**src/rtl/core/fdseg_pkg.sv**
```systemverilog
// Shared constants and control types of the segment FIR decimator.
`default_nettype none
package fdseg_pkg;

  // Default sizes, handed to the top level parameters
  localparam int MAX_TAPS_DEF       = 64;
  localparam int MAX_DECIMATION_DEF = 64;
  localparam int SAMPLE_BITS_DEF    = 24;
  localparam int COEF_BITS_DEF      = 18;

  // Fixed field widths
  localparam int REG_W       = 7;
  localparam int CFG_IDX_W   = 2;
  localparam int COEF_IDX_W  = 6;
  localparam int PEND_W      = 7;
  localparam int RES_CNT_W   = 7;
  localparam int MAX_RESULTS = 64;
  localparam int FIFO_DEPTH  = 4;
  localparam int FIFO_AW     = 2;

  // Configuration register indexes
  localparam logic [CFG_IDX_W-1:0] CFG_DECIMATION = 2'd0;
  localparam logic [CFG_IDX_W-1:0] CFG_TAP_COUNT  = 2'd1;
  localparam logic [CFG_IDX_W-1:0] CFG_TRIM_EDGES = 2'd2;

  // Input request kinds
  localparam logic KIND_SAMPLE = 1'b0;
  localparam logic KIND_COEF   = 1'b1;

  typedef struct packed {
    logic shift;  // advance the chain by one cell
    logic load;   // take the new sample instead of the neighbor
  } cell_ctrl_t;

  typedef struct packed {
    logic clr;    // clear the accumulator
    logic vld;    // tap term is valid this cycle
  } mac_ctrl_t;

endpackage
`default_nettype wire

```
**src/rtl/core/fdseg_ram.sv**
```systemverilog
// Generic single write port RAM with registered read.
`default_nettype none
module fdseg_ram #(
  parameter int WIDTH = 18,
  parameter int DEPTH = 64
) (
  input  wire logic                     clk,
  input  wire logic                     we,
  input  wire logic [$clog2(DEPTH)-1:0] waddr,
  input  wire logic [WIDTH-1:0]         wdata,
  input  wire logic [$clog2(DEPTH)-1:0] raddr,
  output logic      [WIDTH-1:0]         rdata
);

  logic [WIDTH-1:0] mem [DEPTH];

  always_ff @(posedge clk) begin
    if (we) begin
      mem[waddr] <= wdata;
    end
    rdata <= mem[raddr];
  end

endmodule
`default_nettype wire

```
**src/rtl/core/fdseg_cell.sv**
```systemverilog
// One history cell of the sample chain.
`default_nettype none
module fdseg_cell #(
  parameter int SAMPLE_BITS = 24
) (
  input  wire logic                          clk,
  input  wire fdseg_pkg::cell_ctrl_t         ctrl,
  input  wire logic signed [SAMPLE_BITS-1:0] new_sample,
  input  wire logic signed [SAMPLE_BITS-1:0] nb_sample,
  output logic signed      [SAMPLE_BITS-1:0] q
);
  import fdseg_pkg::*;

  logic signed [SAMPLE_BITS-1:0] smp_r;

  always_ff @(posedge clk) begin
    if (ctrl.shift) begin
      smp_r <= ctrl.load ? new_sample : nb_sample;
    end
  end

  assign q = smp_r;

endmodule
`default_nettype wire

```
**src/rtl/core/fdseg_mac.sv**
```systemverilog
// Shared multiply-accumulate with rounding and saturation.
`default_nettype none
module fdseg_mac #(
  parameter int SAMPLE_BITS = 24,
  parameter int COEF_BITS   = 18,
  parameter int MAX_TAPS    = 64
) (
  input  wire logic                          clk,
  input  wire logic                          rst_n,
  input  wire fdseg_pkg::mac_ctrl_t          ctrl,
  input  wire logic signed [SAMPLE_BITS-1:0] smp_in,
  input  wire logic signed [COEF_BITS-1:0]   coef_in,
  output logic signed      [SAMPLE_BITS-1:0] result
);
  import fdseg_pkg::*;

  localparam int PW    = SAMPLE_BITS + COEF_BITS;
  localparam int NAT_W = PW + $clog2(MAX_TAPS) + 1;
  localparam int ACC_W = (NAT_W > 64) ? NAT_W : 64;
  localparam int FR    = COEF_BITS - 1;
  localparam logic signed [ACC_W-1:0] ACC_HI = ACC_W'(1) << 62;
  localparam logic signed [ACC_W-1:0] ACC_LO = -(ACC_W'(1) << 62);
  localparam logic signed [ACC_W-1:0] HALF   = ACC_W'(1) << (FR - 1);
  localparam logic signed [ACC_W-1:0] OUT_HI = (ACC_W'(1) << (SAMPLE_BITS - 1)) - ACC_W'(1);
  localparam logic signed [ACC_W-1:0] OUT_LO = -(ACC_W'(1) << (SAMPLE_BITS - 1));

  logic signed [SAMPLE_BITS-1:0] s1_smp_r;
  logic                          s1_vld_r;
  logic signed [PW-1:0]          prod_r;
  logic signed [ACC_W-1:0]       acc_r;
  logic signed [ACC_W-1:0]       acc_sum;
  logic signed [ACC_W-1:0]       acc_nxt;
  logic signed [ACC_W-1:0]       rnd;
  logic signed [ACC_W-1:0]       shf;

  always_ff @(posedge clk) begin
    if (!rst_n) begin
      s1_vld_r <= 1'b0;
    end else begin
      s1_vld_r <= ctrl.vld;
    end
    s1_smp_r <= smp_in;
    prod_r   <= s1_vld_r ? PW'(coef_in * s1_smp_r) : '0;
    acc_r    <= acc_nxt;
  end

  always_comb begin
    acc_sum = acc_r + ACC_W'(prod_r);
    if (ctrl.clr) begin
      acc_nxt = '0;
    end else if (acc_sum > ACC_HI) begin
      acc_nxt = ACC_HI;
    end else if (acc_sum < ACC_LO) begin
      acc_nxt = ACC_LO;
    end else begin
      acc_nxt = acc_sum;
    end
  end

  // round half up, then clip to the sample range
  always_comb begin
    rnd = acc_r + HALF;
    shf = rnd >>> FR;
    if (shf > OUT_HI) begin
      result = OUT_HI[SAMPLE_BITS-1:0];
    end else if (shf < OUT_LO) begin
      result = OUT_LO[SAMPLE_BITS-1:0];
    end else begin
      result = shf[SAMPLE_BITS-1:0];
    end
  end

endmodule
`default_nettype wire

```
**src/rtl/core/fir_decimator_segment_core.sv**
```systemverilog
// Top level of the segment FIR decimator: sample chain, coefficient RAM, MAC, control.
// A coefficient load or a sample is taken in S_IDLE; once N samples are held, each complete
//   window is run through the MAC (S_MAC, S_ROUND) and its result is sent from the queue.
// The single MAC takes one tap per cycle.
// A short segment is echoed from the chain, pausing while the output stalls.
// Reset (synchronous, rst_n low): D=1, N=1, zero-pad mode, segment state and queue empty;
//   history and coefficients stay undefined until written.
`default_nettype none
module fir_decimator_segment_core #(
  parameter int MAX_TAPS       = fdseg_pkg::MAX_TAPS_DEF,
  parameter int MAX_DECIMATION = fdseg_pkg::MAX_DECIMATION_DEF,
  parameter int SAMPLE_BITS    = fdseg_pkg::SAMPLE_BITS_DEF,
  parameter int COEF_BITS      = fdseg_pkg::COEF_BITS_DEF
) (
  input  wire logic                                   clk,
  input  wire logic                                   rst_n,
  input  wire logic                                   cfg_we,
  input  wire logic [fdseg_pkg::CFG_IDX_W-1:0]        cfg_index,
  input  wire logic [fdseg_pkg::REG_W-1:0]            cfg_wdata,
  input  wire logic                                   in_valid,
  output logic                                        in_stall,
  input  wire logic                                   in_kind,
  input  wire logic signed [SAMPLE_BITS-1:0]          in_sample,
  input  wire logic                                   in_seg_end,
  input  wire logic [fdseg_pkg::COEF_IDX_W-1:0]       in_coef_index,
  input  wire logic signed [COEF_BITS-1:0]            in_coef_value,
  output logic                                        out_valid,
  input  wire logic                                   out_stall,
  output logic signed [SAMPLE_BITS-1:0]               out_sample,
  output logic                                        out_last
);
  import fdseg_pkg::*;

  localparam int AW     = $clog2(MAX_TAPS);
  localparam int N_W    = $clog2(MAX_TAPS + 1);
  localparam int D_W    = $clog2(MAX_DECIMATION + 1);
  localparam int CNT_W  = $clog2(MAX_TAPS + 2);
  localparam int NS_W   = $clog2(MAX_TAPS + MAX_DECIMATION) + 6;
  localparam logic [CNT_W-1:0] CNT_MAX  = '1;
  localparam logic [CNT_W-1:0] LAST_TAP = CNT_W'(MAX_TAPS - 1);
  localparam logic [CNT_W-1:0] PASS_END = CNT_W'(MAX_TAPS + 1);
  localparam logic [PEND_W-1:0] PEND_MAX = '1;

  typedef enum logic [7:0] {
    S_IDLE  = 8'b0000_0001,
    S_LOOP  = 8'b0000_0010,
    S_MAC   = 8'b0000_0100,
    S_ROUND = 8'b0000_1000,
    S_POPS  = 8'b0001_0000,
    S_FINAL = 8'b0010_0000,
    S_DRAIN = 8'b0100_0000,
    S_ECHO  = 8'b1000_0000
  } state_t;

  // Control and configuration registers
  state_t                    state_r, state_nxt;
  logic [REG_W-1:0]          dfac_r, ntap_r;
  logic                      trim_r;
  logic [CNT_W-1:0]          cnt_r, cnt_nxt;
  logic [D_W-1:0]            phase_r, phase_nxt;
  logic [PEND_W-1:0]         pend_r, pend_nxt;
  logic signed [NS_W-1:0]    ns_r, ns_nxt;
  logic [RES_CNT_W-1:0]      k_r, k_nxt;
  logic [CNT_W-1:0]          e_r, e_nxt;
  logic                      drain_r, drain_nxt;
  logic [FIFO_AW-1:0]        head_r, head_nxt;
  logic [FIFO_AW:0]          fcnt_r, fcnt_nxt;
  logic                      out_vld_r, out_vld_nxt;

  // Payload registers
  logic signed [SAMPLE_BITS-1:0] held_r [FIFO_DEPTH];
  logic signed [SAMPLE_BITS-1:0] out_smp_r;
  logic                          out_last_r;

  // Combinational helpers
  logic [N_W-1:0]                eff_n;
  logic [D_W-1:0]                eff_d;
  logic signed [NS_W-1:0]        neg_n;
  logic signed [NS_W-1:0]        ns_base;
  logic [CNT_W-1:0]              cnt_inc;
  logic [D_W-1:0]                phase_inc;
  logic                          slot_free;
  logic [CNT_W-1:0]              tap_o;
  logic signed [NS_W:0]          m_s;
  logic                          tap_ok;
  logic                          pop_ok;
  logic                          emit;
  logic signed [SAMPLE_BITS-1:0] emit_smp;
  logic                          emit_last;
  logic                          do_pop;
  logic                          do_push;
  logic                          ram_we;
  cell_ctrl_t                    cctl;
  mac_ctrl_t                     mctl;
  logic signed [SAMPLE_BITS-1:0] cell_q [MAX_TAPS];
  logic signed [COEF_BITS-1:0]   coef_rd;
  logic signed [SAMPLE_BITS-1:0] mac_res;

  // Clamp the configured factor and tap count into their usable ranges
  always_comb begin
    if (dfac_r == '0) begin
      eff_d = D_W'(1);
    end else if (32'(dfac_r) > MAX_DECIMATION) begin
      eff_d = D_W'(MAX_DECIMATION);
    end else begin
      eff_d = D_W'(dfac_r);
    end
    if (ntap_r == '0) begin
      eff_n = N_W'(1);
    end else if (32'(ntap_r) > MAX_TAPS) begin
      eff_n = N_W'(MAX_TAPS);
    end else begin
      eff_n = N_W'(ntap_r);
    end
  end

  assign neg_n     = -NS_W'($signed({1'b0, eff_n}));
  assign ns_base   = (cnt_r == '0) ?
                     (trim_r ? '0 : NS_W'(1) - NS_W'($signed({1'b0, eff_n >> 1}))) : ns_r;
  assign cnt_inc   = (cnt_r == CNT_MAX) ? cnt_r : cnt_r + CNT_W'(1);
  assign phase_inc = phase_r + D_W'(1);
  assign slot_free = !out_vld_r || !out_stall;

  // The chain tail holds the sample at offset MAX_TAPS-1-e after e rotations
  assign tap_o  = LAST_TAP - e_r;
  // Coefficient index that pairs with this offset in the current window
  assign m_s    = -(NS_W + 1)'(1) - (NS_W + 1)'(ns_r) - (NS_W + 1)'($signed({1'b0, tap_o}));
  assign tap_ok = (tap_o < cnt_r) && !m_s[NS_W] &&
                  (m_s < (NS_W + 1)'($signed({1'b0, eff_n})));
  assign pop_ok = (pend_r >= PEND_W'(2)) && (fcnt_r != '0) &&
                  (32'(k_r) < MAX_RESULTS);

  always_comb begin
    state_nxt = state_r;
    cnt_nxt   = cnt_r;
    phase_nxt = phase_r;
    pend_nxt  = pend_r;
    ns_nxt    = ns_r;
    k_nxt     = k_r;
    e_nxt     = e_r;
    drain_nxt = drain_r;
    head_nxt  = head_r;
    fcnt_nxt  = fcnt_r;
    emit      = 1'b0;
    emit_smp  = held_r[head_r];
    emit_last = 1'b0;
    do_pop    = 1'b0;
    do_push   = 1'b0;
    ram_we    = 1'b0;
    cctl      = '0;
    mctl      = '0;

    case (state_r)
      S_IDLE: begin
        if (in_valid) begin
          if (in_kind == KIND_COEF) begin
            // drop loads beyond the table
            ram_we = (32'(in_coef_index) < MAX_TAPS);
          end else begin
            cctl.shift = 1'b1;
            cctl.load  = 1'b1;
            cnt_nxt    = cnt_inc;
            ns_nxt     = ns_base - NS_W'(1);
            k_nxt      = '0;
            if (!trim_r || (cnt_inc > CNT_W'(eff_n))) begin
              if (phase_inc >= eff_d) begin
                phase_nxt = '0;
                if (pend_r != PEND_MAX) begin
                  pend_nxt = pend_r + PEND_W'(1);
                end
              end else begin
                phase_nxt = phase_inc;
              end
            end
            if (in_seg_end) begin
              if (cnt_inc < CNT_W'(eff_n)) begin
                e_nxt     = '0;
                state_nxt = S_ECHO;
              end else begin
                drain_nxt = 1'b1;
                state_nxt = S_DRAIN;
              end
            end else if (cnt_inc >= CNT_W'(eff_n)) begin
              drain_nxt = 1'b0;
              state_nxt = S_LOOP;
            end
          end
        end
      end

      S_LOOP: begin
        // compute another window while it is complete and the queue has room
        if ((ns_r <= neg_n) && (fcnt_r != (FIFO_AW + 1)'(FIFO_DEPTH))) begin
          mctl.clr  = 1'b1;
          e_nxt     = '0;
          state_nxt = S_MAC;
        end else begin
          state_nxt = S_FINAL;
        end
      end

      S_MAC: begin
        if (e_r < CNT_W'(MAX_TAPS)) begin
          cctl.shift = 1'b1;
          mctl.vld   = tap_ok;
        end
        e_nxt = e_r + CNT_W'(1);
        if (e_r == PASS_END) begin
          state_nxt = S_ROUND;
        end
      end

      S_ROUND: begin
        do_push   = 1'b1;
        fcnt_nxt  = fcnt_r + (FIFO_AW + 1)'(1);
        ns_nxt    = ns_r + NS_W'($signed({1'b0, eff_d}));
        state_nxt = drain_r ? S_DRAIN : S_POPS;
      end

      S_POPS, S_FINAL: begin
        // hold back the last known result until the segment ends
        if (pop_ok) begin
          if (slot_free) begin
            emit   = 1'b1;
            do_pop = 1'b1;
          end
        end else begin
          state_nxt = (state_r == S_POPS) ? S_LOOP : S_IDLE;
        end
      end

      S_DRAIN: begin
        if ((pend_r != '0) && (32'(k_r) < MAX_RESULTS)) begin
          if (fcnt_r == '0) begin
            mctl.clr  = 1'b1;
            e_nxt     = '0;
            state_nxt = S_MAC;
          end else if (slot_free) begin
            emit      = 1'b1;
            emit_last = (pend_r == PEND_W'(1));
            do_pop    = 1'b1;
          end
        end else begin
          cnt_nxt   = '0;
          phase_nxt = '0;
          pend_nxt  = '0;
          ns_nxt    = '0;
          head_nxt  = '0;
          fcnt_nxt  = '0;
          state_nxt = S_IDLE;
        end
      end

      S_ECHO: begin
        // short segment: pass the held samples through, oldest first
        if ((tap_o >= cnt_r) || slot_free) begin
          cctl.shift = 1'b1;
          e_nxt      = e_r + CNT_W'(1);
          if (tap_o < cnt_r) begin
            emit      = 1'b1;
            emit_smp  = cell_q[MAX_TAPS-1];
            emit_last = (tap_o == '0);
          end
          if (e_r == LAST_TAP) begin
            cnt_nxt   = '0;
            phase_nxt = '0;
            pend_nxt  = '0;
            ns_nxt    = '0;
            head_nxt  = '0;
            fcnt_nxt  = '0;
            state_nxt = S_IDLE;
          end
        end
      end

      default: begin
        state_nxt = S_IDLE;
      end
    endcase

    if (do_pop) begin
      head_nxt = head_r + FIFO_AW'(1);
      fcnt_nxt = fcnt_r - (FIFO_AW + 1)'(1);
      pend_nxt = pend_r - PEND_W'(1);
      k_nxt    = k_r + RES_CNT_W'(1);
    end

    if (emit) begin
      out_vld_nxt = 1'b1;
    end else if (!out_stall) begin
      out_vld_nxt = 1'b0;
    end else begin
      out_vld_nxt = out_vld_r;
    end
  end

  assign in_stall = (state_r != S_IDLE);

  // Control state
  always_ff @(posedge clk) begin
    if (!rst_n) begin
      state_r   <= S_IDLE;
      dfac_r    <= REG_W'(1);
      ntap_r    <= REG_W'(1);
      trim_r    <= 1'b0;
      cnt_r     <= '0;
      phase_r   <= '0;
      pend_r    <= '0;
      ns_r      <= '0;
      k_r       <= '0;
      e_r       <= '0;
      drain_r   <= 1'b0;
      head_r    <= '0;
      fcnt_r    <= '0;
      out_vld_r <= 1'b0;
    end else begin
      state_r   <= state_nxt;
      cnt_r     <= cnt_nxt;
      phase_r   <= phase_nxt;
      pend_r    <= pend_nxt;
      ns_r      <= ns_nxt;
      k_r       <= k_nxt;
      e_r       <= e_nxt;
      drain_r   <= drain_nxt;
      head_r    <= head_nxt;
      fcnt_r    <= fcnt_nxt;
      out_vld_r <= out_vld_nxt;
      if (cfg_we) begin
        case (cfg_index)
          CFG_DECIMATION: dfac_r <= cfg_wdata;
          CFG_TAP_COUNT:  ntap_r <= cfg_wdata;
          CFG_TRIM_EDGES: trim_r <= cfg_wdata[0];
          default: begin
          end
        endcase
      end
    end
  end

  // Result queue and output register
  always_ff @(posedge clk) begin
    if (do_push) begin
      held_r[head_r + fcnt_r[FIFO_AW-1:0]] <= mac_res;
    end
    if (emit) begin
      out_smp_r  <= emit_smp;
      out_last_r <= emit_last;
    end
  end

  assign out_valid  = out_vld_r;
  assign out_sample = out_smp_r;
  assign out_last   = out_last_r;

  // Sample history: a ring of cells, cell 0 holds the newest sample
  for (genvar i = 0; i < MAX_TAPS; i++) begin : g_cell
    cell_ctrl_t cc;
    assign cc.shift = cctl.shift;
    assign cc.load  = (i == 0) ? cctl.load : 1'b0;
    fdseg_cell #(
      .SAMPLE_BITS(SAMPLE_BITS)
    ) u_cell (
      .clk       (clk),
      .ctrl      (cc),
      .new_sample(in_sample),
      .nb_sample (cell_q[(i + MAX_TAPS - 1) % MAX_TAPS]),
      .q         (cell_q[i])
    );
  end

  fdseg_ram #(
    .WIDTH(COEF_BITS),
    .DEPTH(MAX_TAPS)
  ) u_coef_ram (
    .clk  (clk),
    .we   (ram_we),
    .waddr(AW'(in_coef_index)),
    .wdata(in_coef_value),
    .raddr(m_s[AW-1:0]),
    .rdata(coef_rd)
  );

  fdseg_mac #(
    .SAMPLE_BITS(SAMPLE_BITS),
    .COEF_BITS  (COEF_BITS),
    .MAX_TAPS   (MAX_TAPS)
  ) u_mac (
    .clk    (clk),
    .rst_n  (rst_n),
    .ctrl   (mctl),
    .smp_in (cell_q[MAX_TAPS-1]),
    .coef_in(coef_rd),
    .result (mac_res)
  );

endmodule
`default_nettype wire
```
**config.mk**
```make
export PLATFORM = sky130hd
export DESIGN_NAME = fir_decimator_segment_core
export DESIGN_NICKNAME = d
export VERILOG_FILES = /design/src/rtl/core/fdseg_pkg.sv /design/src/rtl/core/fdseg_ram.sv /design/src/rtl/core/fdseg_cell.sv /design/src/rtl/core/fdseg_mac.sv /design/src/rtl/core/fir_decimator_segment_core.sv
export SDC_FILE = /design/constraint.sdc
export NUM_CORES = 2
export LEC_CHECK = 0
export BUFFER_PORTS_ARGS = -buffer_cell sky130_fd_sc_hd__buf_2
export CORE_MARGIN = 2
export CORE_UTILIZATION = 61
export CTS_CLUSTER_DIAMETER = 200
export DETAILED_ROUTE_END_ITERATION = 16
export MAX_ROUTING_LAYER = met4
export PLACE_DENSITY = 0.84
export SLEW_MARGIN = 20
export SYNTH_ARGS = -nofsm -noshare
export SYNTH_HDL_FRONTEND = slang
export SYNTH_SLANG_ARGS = --single-unit
```
**constraint.sdc**
```tcl
create_clock -name clk -period 108.7 [get_ports clk]
set_input_delay 10.87 -clock clk [delete_from_list [all_inputs] [get_ports clk]]
set_output_delay 10.87 -clock clk [all_outputs]
set_load 0.005 [all_outputs]
```
==> results by group <==
Run status
  – Status: finished, final reports clean

Floorplanning
  – Die W: roughly 460 um
  – Rows: between 150 and 200
  – Placeable Area: 0.204 mm2
  – Die area: 0.209 mm2
  – Initial Util: 0.613
  – Die height: around 460 um
  – Number of top-level pins: between 90 and 100

CTS
  – Post_cts resized: 0
  – Clock-pin slew on the worst setup and hold paths: around 70 ps
  – Root Buffer: clkbuf_16
  – H-tree levels: 5
  – CTS tree: done
  – TritonCTS Buffers: between 300 and 400
  – Max Buffers Root-to-Sink: 4
  – Clk Latency, worst-skew pair: around 970 ps
  – Hold buffers post-CTS: 0
  – Clock sink count: between 3000 and 4000
  – Post-CTS Setup Repair Bufs: 0

Logic synthesis
  – Seq/Total Area, Yosys: 0.709
  – Synthesis-stage register bit count: roughly 3000
  – Syn Std Cell Area: between 0.1 and 0.15 mm2
  – Post-Syn Area per Cell: 17.6 um2
  – Post-synth EDFFs: ~2800
  – Cell count after synthesis: about 7100
  – Synth unique cells: between 80 and 90
  – Ys flop type: edfxtp_1
  – Synth warn: 0
  – Fraction of registers with async set/reset: 0

Critical path
  – WS Path Type: primary input to register
  – Worst-path cell chain: buf_2, nand2b_1, nor2_4, a211o_4, buf_12, buf_12, buf_4, buf_4, buf_16, buf_4, buf_4
  – Setup crit end kind: register
  – Crit-path slowest cell: buf_4
  – Crit path max fanout: just under 200
  – Crit path launch: in_kind
  – R2R Path Start: state_r[4]$_SDFFE_PN0P_
  – Worst path max stage delay: between 900 and 1000 ps
  – WP data arrival: 18280 ps
  – Critical Path RT: about 110000 ps
  – Element type at the critical path start: primary input
  – Crit-path most repeated cell: buf_4

Global routing
  – First-pass GRT wire length: 452 mm
  – Initial antenna violation count: 36
  – Grt ovf: 0
  – Gr usage total: 0.304
  – Largest net degree at the start of global routing: 218
  – Vias in the first global route: 68100

Route
  – DR iter-0 viols: slightly above 10000
  – Drt drc: 0
  – Vias per cell: around 6.4
  – Routed WL: about 310 mm
  – Drt wl/cell: between 20 and 30 um
  – Antenna violation net count after detailed routing: 0
  – Via count: ~67000
  – Drt pass-1 iters: 10

Place
  – GPL Wtd Cong: slightly above 0.9
  – Buffers on Ports: 90
  – DP HPWL: 166 mm

Cells and area
  – Post-layout net count: roughly 8100
  – Final Core Density: 0.681
  – Most common cell after layout, fill and taps aside: edfxtp_1
  – Area Overhead vs Synth: 10.9%
  – Fraction of layout cells with a size suffix above 1: 0.156
  – Commonest non-fill, non-tap cells in the layout: 2809 x edfxtp_1, 575 x inv_1, 518 x nand2_1

STA
  – Peak Freq: approximately 56 MHz
  – Final setup violation count: 0
  – Max Slew Vio Count: 0
  – Worst Max-Slew Pin Slew: around 1200 ps
  – Final Hold Viols: 0
  – Setup_tns: 0 ps
  – Period minus WS final: approximately 18000 ps
  – RSZ-0062 raised after global routing: false
  – Slew margin rel.: 0.196
  – Tcrit/Tclk final: 0.163
  – Post-Route Skew: between 90 and 100 ps
  – WHS: between 300 and 400 ps

Worst hold path
  – Hold Crit Class: register to register
  – Worst hold start: g_cell[39].u_cell.q[17]$_DFFE_PP_

Flow run
  – Max cap viols: 0
==> sequential cells by signal, indices dropped and copies added (netlist names), 3 cells and up, named ones only <==
name	count
u_coef_ram.rdata	18
e_r	7
g_cell.u_cell.q	1536
state_r	8
u_mac.acc_r	64
u_mac.prod_r	42
pend_r	7
cnt_r	7
k_r	7
out_sample	24
u_coef_ram.mem	1152
dfac_r	7
u_mac.s1_smp_r	24
phase_r	7
ntap_r	7
fcnt_r	3
ns_r	13
held_r	96
==> worst max-delay path, delay by kind of cell <==
family                 cells  cell delay (ps)
AND/OR/NAND/NOR            2             1170
AO/OA/AOI/OAI              1              670
buffers and inverters      8             5090
==> final cells by class <==
cell class / count / area, um2
inverter: 573 / 2150
tap: 2688 / 3360
clock buffer: 390 / 8220
fill: 12100 / 65300
timing repair buffer: 231 / 1640
antenna: 29 / 72.6
clock inverter: 139 / 1320
multi-input combinational: 3250 / 33400
sequential: 3038 / 88900
==> metrics by stage <==
stage	instances	setup slack, ps	area [um2]
2_1_floorplan	7126	64620	125000
3_3_place_gp	9776	90420	129000
3_5_place_dp	9776	90010	129000
4_1_cts	10300	90990	139000
5_1_grt	10300	90500	139000
6_report	10300	90940	139000
==> per-layer routing <==
layer  track usage  wire (um)
met1         0.386     108000
met2         0.478     150000
met3        0.0631      31200
met4         0.135      16000
met5             -          0
==> worst paths after layout <==
path | slack (ps) | depth (start not counted) | to
worst min register to register | 350 | 0 | g_cell[40].u_cell.q[17]$_DFFE_PP_
worst min-delay path | 350 | 0 | g_cell[40].u_cell.q[17]$_DFFE_PP_
worst max register to register | 99200 | 13 | g_cell[61].u_cell.q[6]$_DFFE_PP_
worst max-delay path | 90940 | 11 | g_cell[61].u_cell.q[6]$_DFFE_PP_
==> synthesized netlist by cell type (all sizes together), types with 6 or more instances <==
cell       n  area share
and4      14     0.00098
o31ai     17      0.0010
nor4      23      0.0013
o21bai    15     0.00090
nand3     70      0.0028
nand2    518       0.016
mux2      26      0.0023
clkbuf   220      0.0066
mux2i     18      0.0014
nor2     257      0.0077
o22ai      7     0.00035
o211ai    10     0.00060
nand4     57      0.0028
a22oi     11     0.00066
nand2b    27      0.0013
or2        6     0.00030
and3b      7     0.00049
a21oi    176      0.0071
fa       428       0.068
dfxtp    229       0.037
o31a       6     0.00042
o21ai    154      0.0061
a211oi    25      0.0015
xnor2     98      0.0070
nor3b     16      0.0010
nor3     100      0.0064
ha       242       0.024
xor2      59      0.0042
o21a      28      0.0017
mux4     402       0.072
or3       16     0.00080
inv      573       0.017
nor2b     25      0.0012
and2     196      0.0098
nand3b    17      0.0010
buf       45      0.0019
a21o      47      0.0028
o221ai    11     0.00082
or4        8     0.00048
edfxtp  2809        0.67
a31oi     13     0.00065
and3      21      0.0010
==> kinds of logic after synthesis <==
group	after synthesis	share of synthesized area
muxes	446	0.0760
other	1	0.0000299
buffers and inverters	838	0.0256
AOI/OAI and AO/OA	583	0.0293
and+or+nand+nor	1391	0.0560
adders and majority gates	670	0.0925
xor gates and xnor gates	157	0.0112
DFF	3038	0.709
Power is not shown: default switching activity piles up to over one toggle a cycle in this logic, so the estimate is an artifact.
